$ cat src/rtl/core/sdi_pkg.sv
// ----------------------------------------------------------------------------
// sdi_pkg
// Shared types and constants of the stroke dab interpolator.
// ----------------------------------------------------------------------------
`default_nettype none
package sdi_pkg;

   localparam int CW           = 16;  // coordinate width
   localparam int PW           = 9;   // pressure width, q1.8
   localparam int DW           = 17;  // divider and root width
   localparam int MAX_DABS_DEF = 64;

   localparam logic [1:0] REG_STAB  = 2'd0;
   localparam logic [1:0] REG_RATIO = 2'd1;
   localparam logic [1:0] REG_SIZE  = 2'd2;

   typedef struct packed {
      logic [CW-1:0] start_x;
      logic [CW-1:0] start_y;
      logic [PW-1:0] start_pressure;
      logic [CW-1:0] end_x;
      logic [CW-1:0] end_y;
      logic [PW-1:0] end_pressure;
   } req_type;

   typedef struct packed {
      logic [CW-1:0] dab_x;
      logic [CW-1:0] dab_y;
      logic [PW-1:0] dab_pressure;
      logic          last_dab;
      logic          clipped;
   } rsp_type;

   typedef struct packed {
      logic          start;
      logic [DW-1:0] dividend;
      logic [DW-1:0] divisor;
   } div_req_type;

   typedef struct packed {
      logic          done;
      logic [DW-1:0] quot;
      logic [DW-1:0] rem;
   } div_rsp_type;

endpackage
`default_nettype wire

$ cat src/rtl/core/sdi_div.sv
// ----------------------------------------------------------------------------
// sdi_div
// Restoring unsigned divider, one quotient bit per cycle.
// ----------------------------------------------------------------------------
`default_nettype none
module sdi_div (
   input  wire logic                clock,
   input  wire logic                reset,
   input  wire sdi_pkg::div_req_type req,
   output sdi_pkg::div_rsp_type      rsp
);
   localparam int DW = sdi_pkg::DW;
   localparam int NB = $clog2(DW + 1);

   logic          busy_ff, busy_in;
   logic          done_ff, done_in;
   logic [NB-1:0] cnt_ff, cnt_in;
   logic [DW-1:0] rem_ff, rem_in;
   logic [DW-1:0] quot_ff, quot_in;
   logic [DW-1:0] dvs_ff, dvs_in;
   logic [DW:0]   sh;
   logic          ge;

   always_comb begin
      sh      = {rem_ff, quot_ff[DW-1]};
      ge      = sh >= {1'b0, dvs_ff};
      busy_in = busy_ff;
      done_in = 1'b0;
      cnt_in  = cnt_ff;
      rem_in  = rem_ff;
      quot_in = quot_ff;
      dvs_in  = dvs_ff;
      if (req.start) begin
         busy_in = 1'b1;
         cnt_in  = NB'(DW);
         rem_in  = '0;
         quot_in = req.dividend;
         dvs_in  = req.divisor;
      end else if (busy_ff) begin
         rem_in  = ge ? DW'(sh - {1'b0, dvs_ff}) : sh[DW-1:0];
         quot_in = {quot_ff[DW-2:0], ge};
         cnt_in  = cnt_ff - NB'(1);
         if (cnt_ff == NB'(1)) begin
            busy_in = 1'b0;
            done_in = 1'b1;
         end
      end
   end

   always_ff @(posedge clock) begin
      if (reset) begin
         busy_ff <= 1'b0;
         done_ff <= 1'b0;
         cnt_ff  <= '0;
      end else begin
         busy_ff <= busy_in;
         done_ff <= done_in;
         cnt_ff  <= cnt_in;
      end
      rem_ff  <= rem_in;
      quot_ff <= quot_in;
      dvs_ff  <= dvs_in;
   end

   assign rsp.done = done_ff;
   assign rsp.quot = quot_ff;
   assign rsp.rem  = rem_ff;

endmodule
`default_nettype wire

$ cat src/rtl/core/stroke_dab_interpolator.sv
// ----------------------------------------------------------------------------
// stroke_dab_interpolator
// Splits a stroke segment into evenly spaced brush dabs, one beat per dab.
// ----------------------------------------------------------------------------
//  channel   direction  handshake           payload
//  req_      in         req_valid/stall     segment (sdi_pkg::req_type)
//  rsp_      out        rsp_valid/stall     one dab (sdi_pkg::rsp_type)
//  apb       in         psel/penable/pready stabilization, spacing_ratio, size
//
//  a segment passes 6 multiply steps, 17 root steps and 4 divider runs on the
//  single shared multiplier, the bit-serial root and the shared one-bit-a-cycle
//  divider, then one dab per cycle while no rsp beat is held stalled.
//  synchronous reset clears control state and loads register defaults.
//  a stalled rsp beat holds; dab generation waits while a valid rsp beat is stalled.
// ----------------------------------------------------------------------------
`default_nettype none
module stroke_dab_interpolator #(
   parameter int MAX_DABS = sdi_pkg::MAX_DABS_DEF
) (
   input  wire logic             clock,
   input  wire logic             reset,
   input  wire logic             req_valid,
   output logic                  req_stall,
   input  wire sdi_pkg::req_type req_data,
   output logic                  rsp_valid,
   input  wire logic             rsp_stall,
   output sdi_pkg::rsp_type      rsp_data,
   input  wire logic             psel,
   input  wire logic             penable,
   input  wire logic             pwrite,
   input  wire logic [3:0]       paddr,
   input  wire logic [31:0]      pwdata,
   output logic [31:0]           prdata,
   output logic                  pready
);
   localparam int CW = sdi_pkg::CW;
   localparam int PW = sdi_pkg::PW;
   localparam int DW = sdi_pkg::DW;
   localparam int NW = $clog2(MAX_DABS + 1);

   typedef enum logic [5:0] {
      S_IDLE = 6'b000001,
      S_MUL  = 6'b000010,
      S_ROOT = 6'b000100,
      S_DGO  = 6'b001000,
      S_DWT  = 6'b010000,
      S_EMIT = 6'b100000
   } state_type;

   // configuration
   logic [8:0]  stab_ff;
   logic [11:0] ratio_ff;
   logic [13:0] size_ff;
   logic        wr;

   assign pready = 1'b1;
   assign wr     = psel & penable & pwrite;

   always_ff @(posedge clock) begin
      if (reset) begin
         stab_ff  <= 9'd0;
         ratio_ff <= 12'd64;
         size_ff  <= 14'd160;
      end else if (wr) begin
         case (paddr[3:2])
            sdi_pkg::REG_STAB:  stab_ff  <= pwdata[8:0];
            sdi_pkg::REG_RATIO: ratio_ff <= pwdata[11:0];
            sdi_pkg::REG_SIZE:  size_ff  <= pwdata[13:0];
            default: ;
         endcase
      end
   end

   always_comb begin
      case (paddr[3:2])
         sdi_pkg::REG_STAB:  prdata = {23'd0, stab_ff};
         sdi_pkg::REG_RATIO: prdata = {20'd0, ratio_ff};
         sdi_pkg::REG_SIZE:  prdata = {18'd0, size_ff};
         default:            prdata = 32'd0;
      endcase
   end

   logic [8:0]  stab_sat;
   logic [8:0]  keep;
   logic        stab_on;
   logic [11:0] ratio_eff;
   assign stab_sat  = (stab_ff > 9'd256) ? 9'd256 : stab_ff;
   assign keep      = 9'd256 - stab_sat;
   assign stab_on   = stab_sat >= 9'd3;
   assign ratio_eff = (ratio_ff < 12'd3) ? 12'd3 : ratio_ff;

   // datapath registers
   state_type     state_ff, state_in;
   logic [2:0]    k_ff, k_in;
   logic [1:0]    dsel_ff, dsel_in;
   logic [CW-1:0] sx_ff, sx_in, sy_ff, sy_in;
   logic [PW-1:0] sp_ff, sp_in;
   logic [CW-1:0] mx_ff, mx_in, my_ff, my_in;
   logic [PW-1:0] mp_ff, mp_in;
   logic          nx_ff, nx_in, ny_ff, ny_in, np_ff, np_in;
   logic [33:0]   prod_ff, prod_in;
   logic [32:0]   sum_ff, sum_in;
   logic [DW-1:0] spc_ff, spc_in;
   logic [33:0]   rad_ff, rad_in;
   logic [18:0]   rem_ff, rem_in;
   logic [DW-1:0] root_ff, root_in;
   logic [4:0]    rcnt_ff, rcnt_in;
   logic [NW-1:0] n_ff, n_in, i_ff, i_in;
   logic          clip_ff, clip_in;
   logic [CW-1:0] qx_ff, qx_in, qy_ff, qy_in, bqx_ff, bqx_in, bqy_ff, bqy_in;
   logic [PW-1:0] qp_ff, qp_in, bqp_ff, bqp_in;
   logic [NW-1:0] rx_ff, rx_in, ry_ff, ry_in, rp_ff, rp_in;
   logic [NW-1:0] brx_ff, brx_in, bry_ff, bry_in, brp_ff, brp_in;
   logic          rsp_valid_ff, rsp_valid_in;
   sdi_pkg::rsp_type rsp_ff, rsp_in;

   logic [DW-1:0] ma, mb;
   logic [20:0]   rem_sh, trial;
   sdi_pkg::div_req_type dreq;
   sdi_pkg::div_rsp_type drsp;
   logic          fire;
   logic [NW:0]   rxs, rys, rps;
   logic          cx, cy, cp;
   logic [CW-1:0] qxn, qyn;
   logic [PW-1:0] qpn;
   logic [CW:0]   dxs, dys;
   logic [PW-1:0] psat0, psat1;

   sdi_div u_div (.clock(clock), .reset(reset), .req(dreq), .rsp(drsp));

   assign psat0 = (req_data.start_pressure > 9'd256) ? 9'd256 : req_data.start_pressure;
   assign psat1 = (req_data.end_pressure > 9'd256) ? 9'd256 : req_data.end_pressure;
   assign dxs   = {1'b0, req_data.end_x} - {1'b0, req_data.start_x};
   assign dys   = {1'b0, req_data.end_y} - {1'b0, req_data.start_y};

   assign req_stall = (state_ff != S_IDLE);
   assign fire      = (state_ff == S_EMIT) && (!rsp_valid_ff || !rsp_stall);

   // running quotient and remainder of d*i/n
   always_comb begin
      rxs = {1'b0, rx_ff} + {1'b0, brx_ff};
      rys = {1'b0, ry_ff} + {1'b0, bry_ff};
      rps = {1'b0, rp_ff} + {1'b0, brp_ff};
      cx  = rxs >= {1'b0, n_ff};
      cy  = rys >= {1'b0, n_ff};
      cp  = rps >= {1'b0, n_ff};
      qxn = qx_ff + bqx_ff + CW'(cx);
      qyn = qy_ff + bqy_ff + CW'(cy);
      qpn = qp_ff + bqp_ff + PW'(cp);
   end

   always_comb begin
      case (k_ff)
         3'd0:    begin ma = DW'(mx_ff);   mb = DW'(keep);      end
         3'd1:    begin ma = DW'(my_ff);   mb = DW'(keep);      end
         3'd2:    begin ma = DW'(size_ff); mb = DW'(ratio_eff); end
         3'd3:    begin ma = DW'(mx_ff);   mb = DW'(mx_ff);     end
         default: begin ma = DW'(my_ff);   mb = DW'(my_ff);     end
      endcase
      rem_sh = {rem_ff, rad_ff[33:32]};
      trial  = {2'b00, root_ff, 2'b01};
   end

   always_comb begin
      state_in = state_ff;  k_in = k_ff;  dsel_in = dsel_ff;
      sx_in = sx_ff;  sy_in = sy_ff;  sp_in = sp_ff;
      mx_in = mx_ff;  my_in = my_ff;  mp_in = mp_ff;
      nx_in = nx_ff;  ny_in = ny_ff;  np_in = np_ff;
      prod_in = {17'd0, ma} * {17'd0, mb};
      sum_in = sum_ff;  spc_in = spc_ff;
      rad_in = rad_ff;  rem_in = rem_ff;  root_in = root_ff;  rcnt_in = rcnt_ff;
      n_in = n_ff;  i_in = i_ff;  clip_in = clip_ff;
      qx_in = qx_ff;  qy_in = qy_ff;  qp_in = qp_ff;
      rx_in = rx_ff;  ry_in = ry_ff;  rp_in = rp_ff;
      bqx_in = bqx_ff;  bqy_in = bqy_ff;  bqp_in = bqp_ff;
      brx_in = brx_ff;  bry_in = bry_ff;  brp_in = brp_ff;
      rsp_in = rsp_ff;
      rsp_valid_in = rsp_valid_ff & rsp_stall;
      dreq.start = 1'b0;
      case (dsel_ff)
         2'd0:    begin dreq.dividend = root_ff;             end
         2'd1:    begin dreq.dividend = DW'(mx_ff);          end
         2'd2:    begin dreq.dividend = DW'(my_ff);          end
         default: begin dreq.dividend = DW'(mp_ff);          end
      endcase
      dreq.divisor = (dsel_ff == 2'd0) ? spc_ff : DW'(n_ff);

      case (state_ff)
         S_IDLE: begin
            if (req_valid) begin
               sx_in = req_data.start_x;
               sy_in = req_data.start_y;
               sp_in = psat0;
               nx_in = dxs[CW];
               ny_in = dys[CW];
               mx_in = dxs[CW] ? CW'(-dxs) : dxs[CW-1:0];
               my_in = dys[CW] ? CW'(-dys) : dys[CW-1:0];
               np_in = psat1 < psat0;
               mp_in = (psat1 < psat0) ? psat0 - psat1 : psat1 - psat0;
               k_in  = 3'd0;
               state_in = S_MUL;
            end
         end
         S_MUL: begin
            k_in = k_ff + 3'd1;
            case (k_ff)
               3'd1: if (stab_on) mx_in = prod_ff[23:8];
               3'd2: if (stab_on) my_in = prod_ff[23:8];
               3'd3: spc_in = (prod_ff[25:9] < DW'(4)) ? DW'(4) : prod_ff[25:9];
               3'd4: sum_in = prod_ff[32:0];
               3'd5: begin
                  rad_in   = {1'b0, sum_ff} + prod_ff;
                  rem_in   = '0;
                  root_in  = '0;
                  rcnt_in  = 5'd17;
                  state_in = S_ROOT;
               end
               default: ;
            endcase
         end
         S_ROOT: begin
            // two radicand bits per step
            rad_in = {rad_ff[31:0], 2'b00};
            if (rem_sh >= trial) begin
               rem_in  = 19'(rem_sh - trial);
               root_in = {root_ff[DW-2:0], 1'b1};
            end else begin
               rem_in  = rem_sh[18:0];
               root_in = {root_ff[DW-2:0], 1'b0};
            end
            rcnt_in = rcnt_ff - 5'd1;
            if (rcnt_ff == 5'd1) begin
               dsel_in  = 2'd0;
               state_in = S_DGO;
            end
         end
         S_DGO: begin
            dreq.start = 1'b1;
            state_in   = S_DWT;
         end
         S_DWT: begin
            if (drsp.done) begin
               dsel_in  = dsel_ff + 2'd1;
               state_in = S_DGO;
               case (dsel_ff)
                  2'd0: begin
                     clip_in = 1'b0;
                     if (drsp.quot == '0) begin
                        n_in = NW'(1);
                        if (root_ff <= DW'(1)) state_in = S_IDLE;
                     end else if (drsp.quot > DW'(MAX_DABS)) begin
                        n_in    = NW'(MAX_DABS);
                        clip_in = 1'b1;
                     end else begin
                        n_in = drsp.quot[NW-1:0];
                     end
                  end
                  2'd1: begin bqx_in = drsp.quot[CW-1:0]; brx_in = drsp.rem[NW-1:0]; end
                  2'd2: begin bqy_in = drsp.quot[CW-1:0]; bry_in = drsp.rem[NW-1:0]; end
                  default: begin
                     bqp_in = drsp.quot[PW-1:0];
                     brp_in = drsp.rem[NW-1:0];
                     qx_in = '0;  qy_in = '0;  qp_in = '0;
                     rx_in = '0;  ry_in = '0;  rp_in = '0;
                     i_in  = '0;
                     state_in = S_EMIT;
                  end
               endcase
            end
         end
         S_EMIT: begin
            if (fire) begin
               qx_in = qxn;  qy_in = qyn;  qp_in = qpn;
               rx_in = cx ? NW'(rxs - {1'b0, n_ff}) : rxs[NW-1:0];
               ry_in = cy ? NW'(rys - {1'b0, n_ff}) : rys[NW-1:0];
               rp_in = cp ? NW'(rps - {1'b0, n_ff}) : rps[NW-1:0];
               i_in  = i_ff + NW'(1);
               rsp_in.dab_x        = nx_ff ? sx_ff - qxn : sx_ff + qxn;
               rsp_in.dab_y        = ny_ff ? sy_ff - qyn : sy_ff + qyn;
               rsp_in.dab_pressure = np_ff ? sp_ff - qpn : sp_ff + qpn;
               rsp_in.last_dab     = (i_ff + NW'(1)) == n_ff;
               rsp_in.clipped      = clip_ff;
               rsp_valid_in        = 1'b1;
               if ((i_ff + NW'(1)) == n_ff) state_in = S_IDLE;
            end
         end
         default: state_in = S_IDLE;
      endcase
   end

   always_ff @(posedge clock) begin
      if (reset) begin
         state_ff     <= S_IDLE;
         k_ff         <= '0;
         dsel_ff      <= '0;
         rcnt_ff      <= '0;
         i_ff         <= '0;
         rsp_valid_ff <= 1'b0;
      end else begin
         state_ff     <= state_in;
         k_ff         <= k_in;
         dsel_ff      <= dsel_in;
         rcnt_ff      <= rcnt_in;
         i_ff         <= i_in;
         rsp_valid_ff <= rsp_valid_in;
      end
      sx_ff <= sx_in;  sy_ff <= sy_in;  sp_ff <= sp_in;
      mx_ff <= mx_in;  my_ff <= my_in;  mp_ff <= mp_in;
      nx_ff <= nx_in;  ny_ff <= ny_in;  np_ff <= np_in;
      prod_ff <= prod_in;  sum_ff <= sum_in;  spc_ff <= spc_in;
      rad_ff <= rad_in;  rem_ff <= rem_in;  root_ff <= root_in;
      n_ff <= n_in;  clip_ff <= clip_in;
      qx_ff <= qx_in;  qy_ff <= qy_in;  qp_ff <= qp_in;
      rx_ff <= rx_in;  ry_ff <= ry_in;  rp_ff <= rp_in;
      bqx_ff <= bqx_in;  bqy_ff <= bqy_in;  bqp_ff <= bqp_in;
      brx_ff <= brx_in;  bry_ff <= bry_in;  brp_ff <= brp_in;
      rsp_ff <= rsp_in;
   end

   assign rsp_valid = rsp_valid_ff;
   assign rsp_data  = rsp_ff;

endmodule
`default_nettype wire
$ cat config.mk
export PLATFORM = sky130hd
export DESIGN_NAME = stroke_dab_interpolator
export DESIGN_NICKNAME = d
export VERILOG_FILES = /design/src/rtl/core/sdi_pkg.sv /design/src/rtl/core/sdi_div.sv /design/src/rtl/core/stroke_dab_interpolator.sv
export SDC_FILE = /design/constraint.sdc
export NUM_CORES = 2
export LEC_CHECK = 0
export BUFFER_PORTS_ARGS = -buffer_cell sky130_fd_sc_hd__buf_2
export CORE_MARGIN = 4
export CORE_UTILIZATION = 25
export CTS_CLUSTER_DIAMETER = 120
export DETAILED_ROUTE_END_ITERATION = 6
export SYNTH_ARGS = -nofsm -noshare
export SYNTH_HDL_FRONTEND = slang
export SYNTH_SLANG_ARGS = --single-unit
$ cat constraint.sdc
create_clock -name clock -period 11.2 [get_ports clock]
set_clock_uncertainty 0.05 [all_clocks]
set_input_delay 2.24 -clock clock [delete_from_list [all_inputs] [get_ports clock]]
set_output_delay 2.24 -clock clock [all_outputs]
set_load 0.05 [all_outputs]
==> impl_metrics.env <==
export IMPL_status="complete, but fails checks"
export IMPL_failed_checks="design-rule violations"
export IMPL_synth_ff_type="edfxtp_1"
export IMPL_multi_input_area_sq_um=23400
export IMPL_worstPathArrival_ps=10380
export IMPL_total_power_mw=6.22
export IMPL_grt_overflow=0
export IMPL_crit_type="flop to flop"
export IMPL_r2r_end="prod_ff[31]"
export IMPL_cpMaxStageDelayCell="a221oi_1"
export IMPL_vias_per_cell=4.70
export IMPL_p_switching_mw=2.08
export IMPL_ir_drop_uv=134
export IMPL_hold_viol_final=0
export IMPL_synth_edff_count=414
export IMPL_slew_viol_final=0
export IMPL_final_util_pct=28.4
export IMPL_layout_common_cells="inv_1, edfxtp_1, nand2_1"
export IMPL_reg2regPathDepth=27
export IMPL_powerDensity_nw_per_um2=136
export IMPL_critical_path_top_delay_family="adder cells"
export IMPL_globalplace_congestion=0.898
export IMPL_fillerInstances=16800
export IMPL_wl_um=112000
export IMPL_synth_async_reset_ratio_pct=0
export IMPL_ys_seq_area_share_pct=36.4
export IMPL_row_count=147
export IMPL_die_h_um=411
export IMPL_cts_tree="done"
export IMPL_hold_end="sum_ff[32]"
export IMPL_worst_pin_slew_ps=1450
export IMPL_fp_dieW_um=411
export IMPL_cp_max_fo=33
export IMPL_yosysTopAreaCellShare_pct=30.7
export IMPL_syn_inst=4160
export IMPL_whs_path_depth=0
export IMPL_p_leak_nw=19.2
export IMPL_r2r_start="k_ff[2]"
export IMPL_antenna_found_initial=8
export IMPL_hold_class="flop to flop"
export IMPL_cts_resized_gates=0
export IMPL_final_area_sq_um=45800
export IMPL_p_int_mw=4.15
export IMPL_cts_buffer_depth=3
export IMPL_synth_cell_area_sq_um=40500
export IMPL_final_cells=6495
export IMPL_wl_per_cell_um=17.2
export IMPL_fin_crit_sh_pct=88.1
export IMPL_clock_latency_ps=680
export IMPL_grt_max_degree=73
export IMPL_dpl_cell_area_sq_um=43800
export IMPL_cp_common_cell="fa_1"
export IMPL_clkTransAtPathRegs_ps=60
export IMPL_final_common_cell="inv_1"
export IMPL_ant_nets=0
export IMPL_critPathMaxStageDelay_ps=1220
export IMPL_htreeDepth=2
export IMPL_cp_start_kind="flop"
export IMPL_ys_seq_elements=531
export IMPL_maxCapViolCount=0
export IMPL_yosysUniqueCellTypes=98
export IMPL_detail_route_iter0_violations=2455
export IMPL_avgSynthCellArea_sq_um=9.74
export IMPL_gr_usage_all_layers_pct=12.9
export IMPL_cts_num_sinks=531
export IMPL_rsz0062_at_grt="no"
export IMPL_cts_setup_buffers=0
export IMPL_dp_hpwl_um=86400
export IMPL_initial_utilization_pct=25.2
export IMPL_syn_to_final_growth_pct=12.9
export IMPL_slew_headroom_pct=3.12
export IMPL_synth_top_cells_by_area="edfxtp_1, ha_1, fa_1"
export IMPL_pwr_share_comb_pct=27.7
export IMPL_max_freq_ghz=0.101
export IMPL_placeableCoreArea_sq_um=161000
export IMPL_drive_gt1_share_pct=8.38
export IMPL_drcViolationCount=1
export IMPL_p_clk_share_pct=32.7
export IMPL_vias=30500
export IMPL_p_sw_share_pct=33.4
export IMPL_die_area_sq_um=169000
export IMPL_min_from="prod_ff[32]"
export IMPL_synth_largest_area_cell="edfxtp_1"
export IMPL_postCtsHoldBufs=0
export IMPL_setup_violations=0
export IMPL_final_net_count=4988
export IMPL_crit_buf_inv=6
export IMPL_cp_end_kind="flop"
export IMPL_dp_cells=6382
export IMPL_seq_power_share_pct=39.6
export IMPL_portBuffers=163
export IMPL_grt_pass1_wl_um=172000
export IMPL_cts_made_buffers=57
export IMPL_firstDrtPassIters=7
export IMPL_rrSetupSlack_ps=1330
export IMPL_pin_count=203
export IMPL_root_buffer="clkbuf_16"
export IMPL_fin_crit_ps=9870
export IMPL_regArea_sq_um=14800
export IMPL_required_ps=11710
export IMPL_grt_pass1_vias=30300
export IMPL_ys_warnings_count=0
export IMPL_fin_tns_setup_ps=0
## cells in the mapped netlist (33+ instances only)
master    count
a21o_1      110
a21oi_1     292
and2_1       53
clkbuf_1    122
dfxtp_1     117
edfxtp_1    414
fa_1        216
ha_1        366
inv_1       457
mux2i_1      45
nand2_1     396
nand2b_1     43
nand3_1      43
nor2_1      392
nor2b_1      44
nor3_1       50
o21a_1       49
o21ai_0     153
o21bai_1     33
xnor2_1     168
xor2_1      118
## logic make-up after synthesis
logic type      Yosys count  synth area share (%)
xor+xnor                289                  6.33
fa+ha+maj               582                  22.0
mux                      51                  1.28
simple gates           1182                  13.4
other cells               2                0.0185
buf+inv                 616                  5.93
compound gates          907                  14.7
flops                   531                  36.4
## worst reg2reg max path, delay by kind of cell (launching register included)
family          cells  cell delay (ps)
xor+xnor            1              130
buf+inv             6             1000
simple gates        1              160
fa+ha+maj           8             4000
compound gates     11             3650
flops               1              810
## routing by layer
| layer | vias to the layer above | track usage (%) | routed length (um) |
|---|---|---|---|
| li1 | 14600 | - | - |
| met1 | 14800 | 16.5 | 46600 |
| met2 | 889 | 21.4 | 52000 |
| met3 | 204 | 1.93 | 7200 |
| met4 | 0 | 6.16 | 5700 |
| met5 | - | 0 | 0 |
## power by group through the flow
stage               sequential, mW  combinational, mW  clock (mW)
floorplan                     2.39               1.28           0
global placement              2.50               1.71           0
detailed placement            2.50               1.72           0
CTS                           2.46               1.74        2.09
global route                  2.46               1.93        2.16
finish                        2.46               1.73        2.04
## registers in the layout, summed over array words and instances (netlist names), 19 cells and up
name,cells
rad_ff,34
rsp_data,43
sum_ff,33
prod_ff,34
rem_ff,19
## layout make-up
| class | instances | area share, % |
|---|---|---|
| inverters | 459 | 3.76 |
| multi-input cells | 3030 | 51.2 |
| diodes | 5 | 0.0273 |
| clock inverters | 34 | 0.948 |
| well taps | 2160 | 5.90 |
| repair buffers | 202 | 2.42 |
| flip-flops and latches | 531 | 32.3 |
| clock buffers | 74 | 3.46 |
## how the worst max path moves through the flow
stage | cells past startpoint | startpoint | endpoint | slack, ps
3_5_place_dp | 27 | k_ff[2] | prod_ff[31] | 1660
2_1_floorplan | 30 | k_ff[2] | prod_ff[31] | 3310
3_3_place_gp | 27 | k_ff[2] | prod_ff[31] | 1750
5_1_grt | 27 | k_ff[2] | prod_ff[31] | 1060
4_1_cts | 27 | k_ff[2] | prod_ff[31] | 1600
6_report | 27 | k_ff[2] | prod_ff[31] | 1330
## metrics by stage
step | hold WS (ps) | worst slack (ps)
final | 402 | 1330
after global routing | 408 | 1060
after CTS | 401 | 1600
after floorplan | 350 | 3310
after global placement | 384 | 1750
after detailed placement | 385 | 1660
Power figures use the tool's default switching activity.
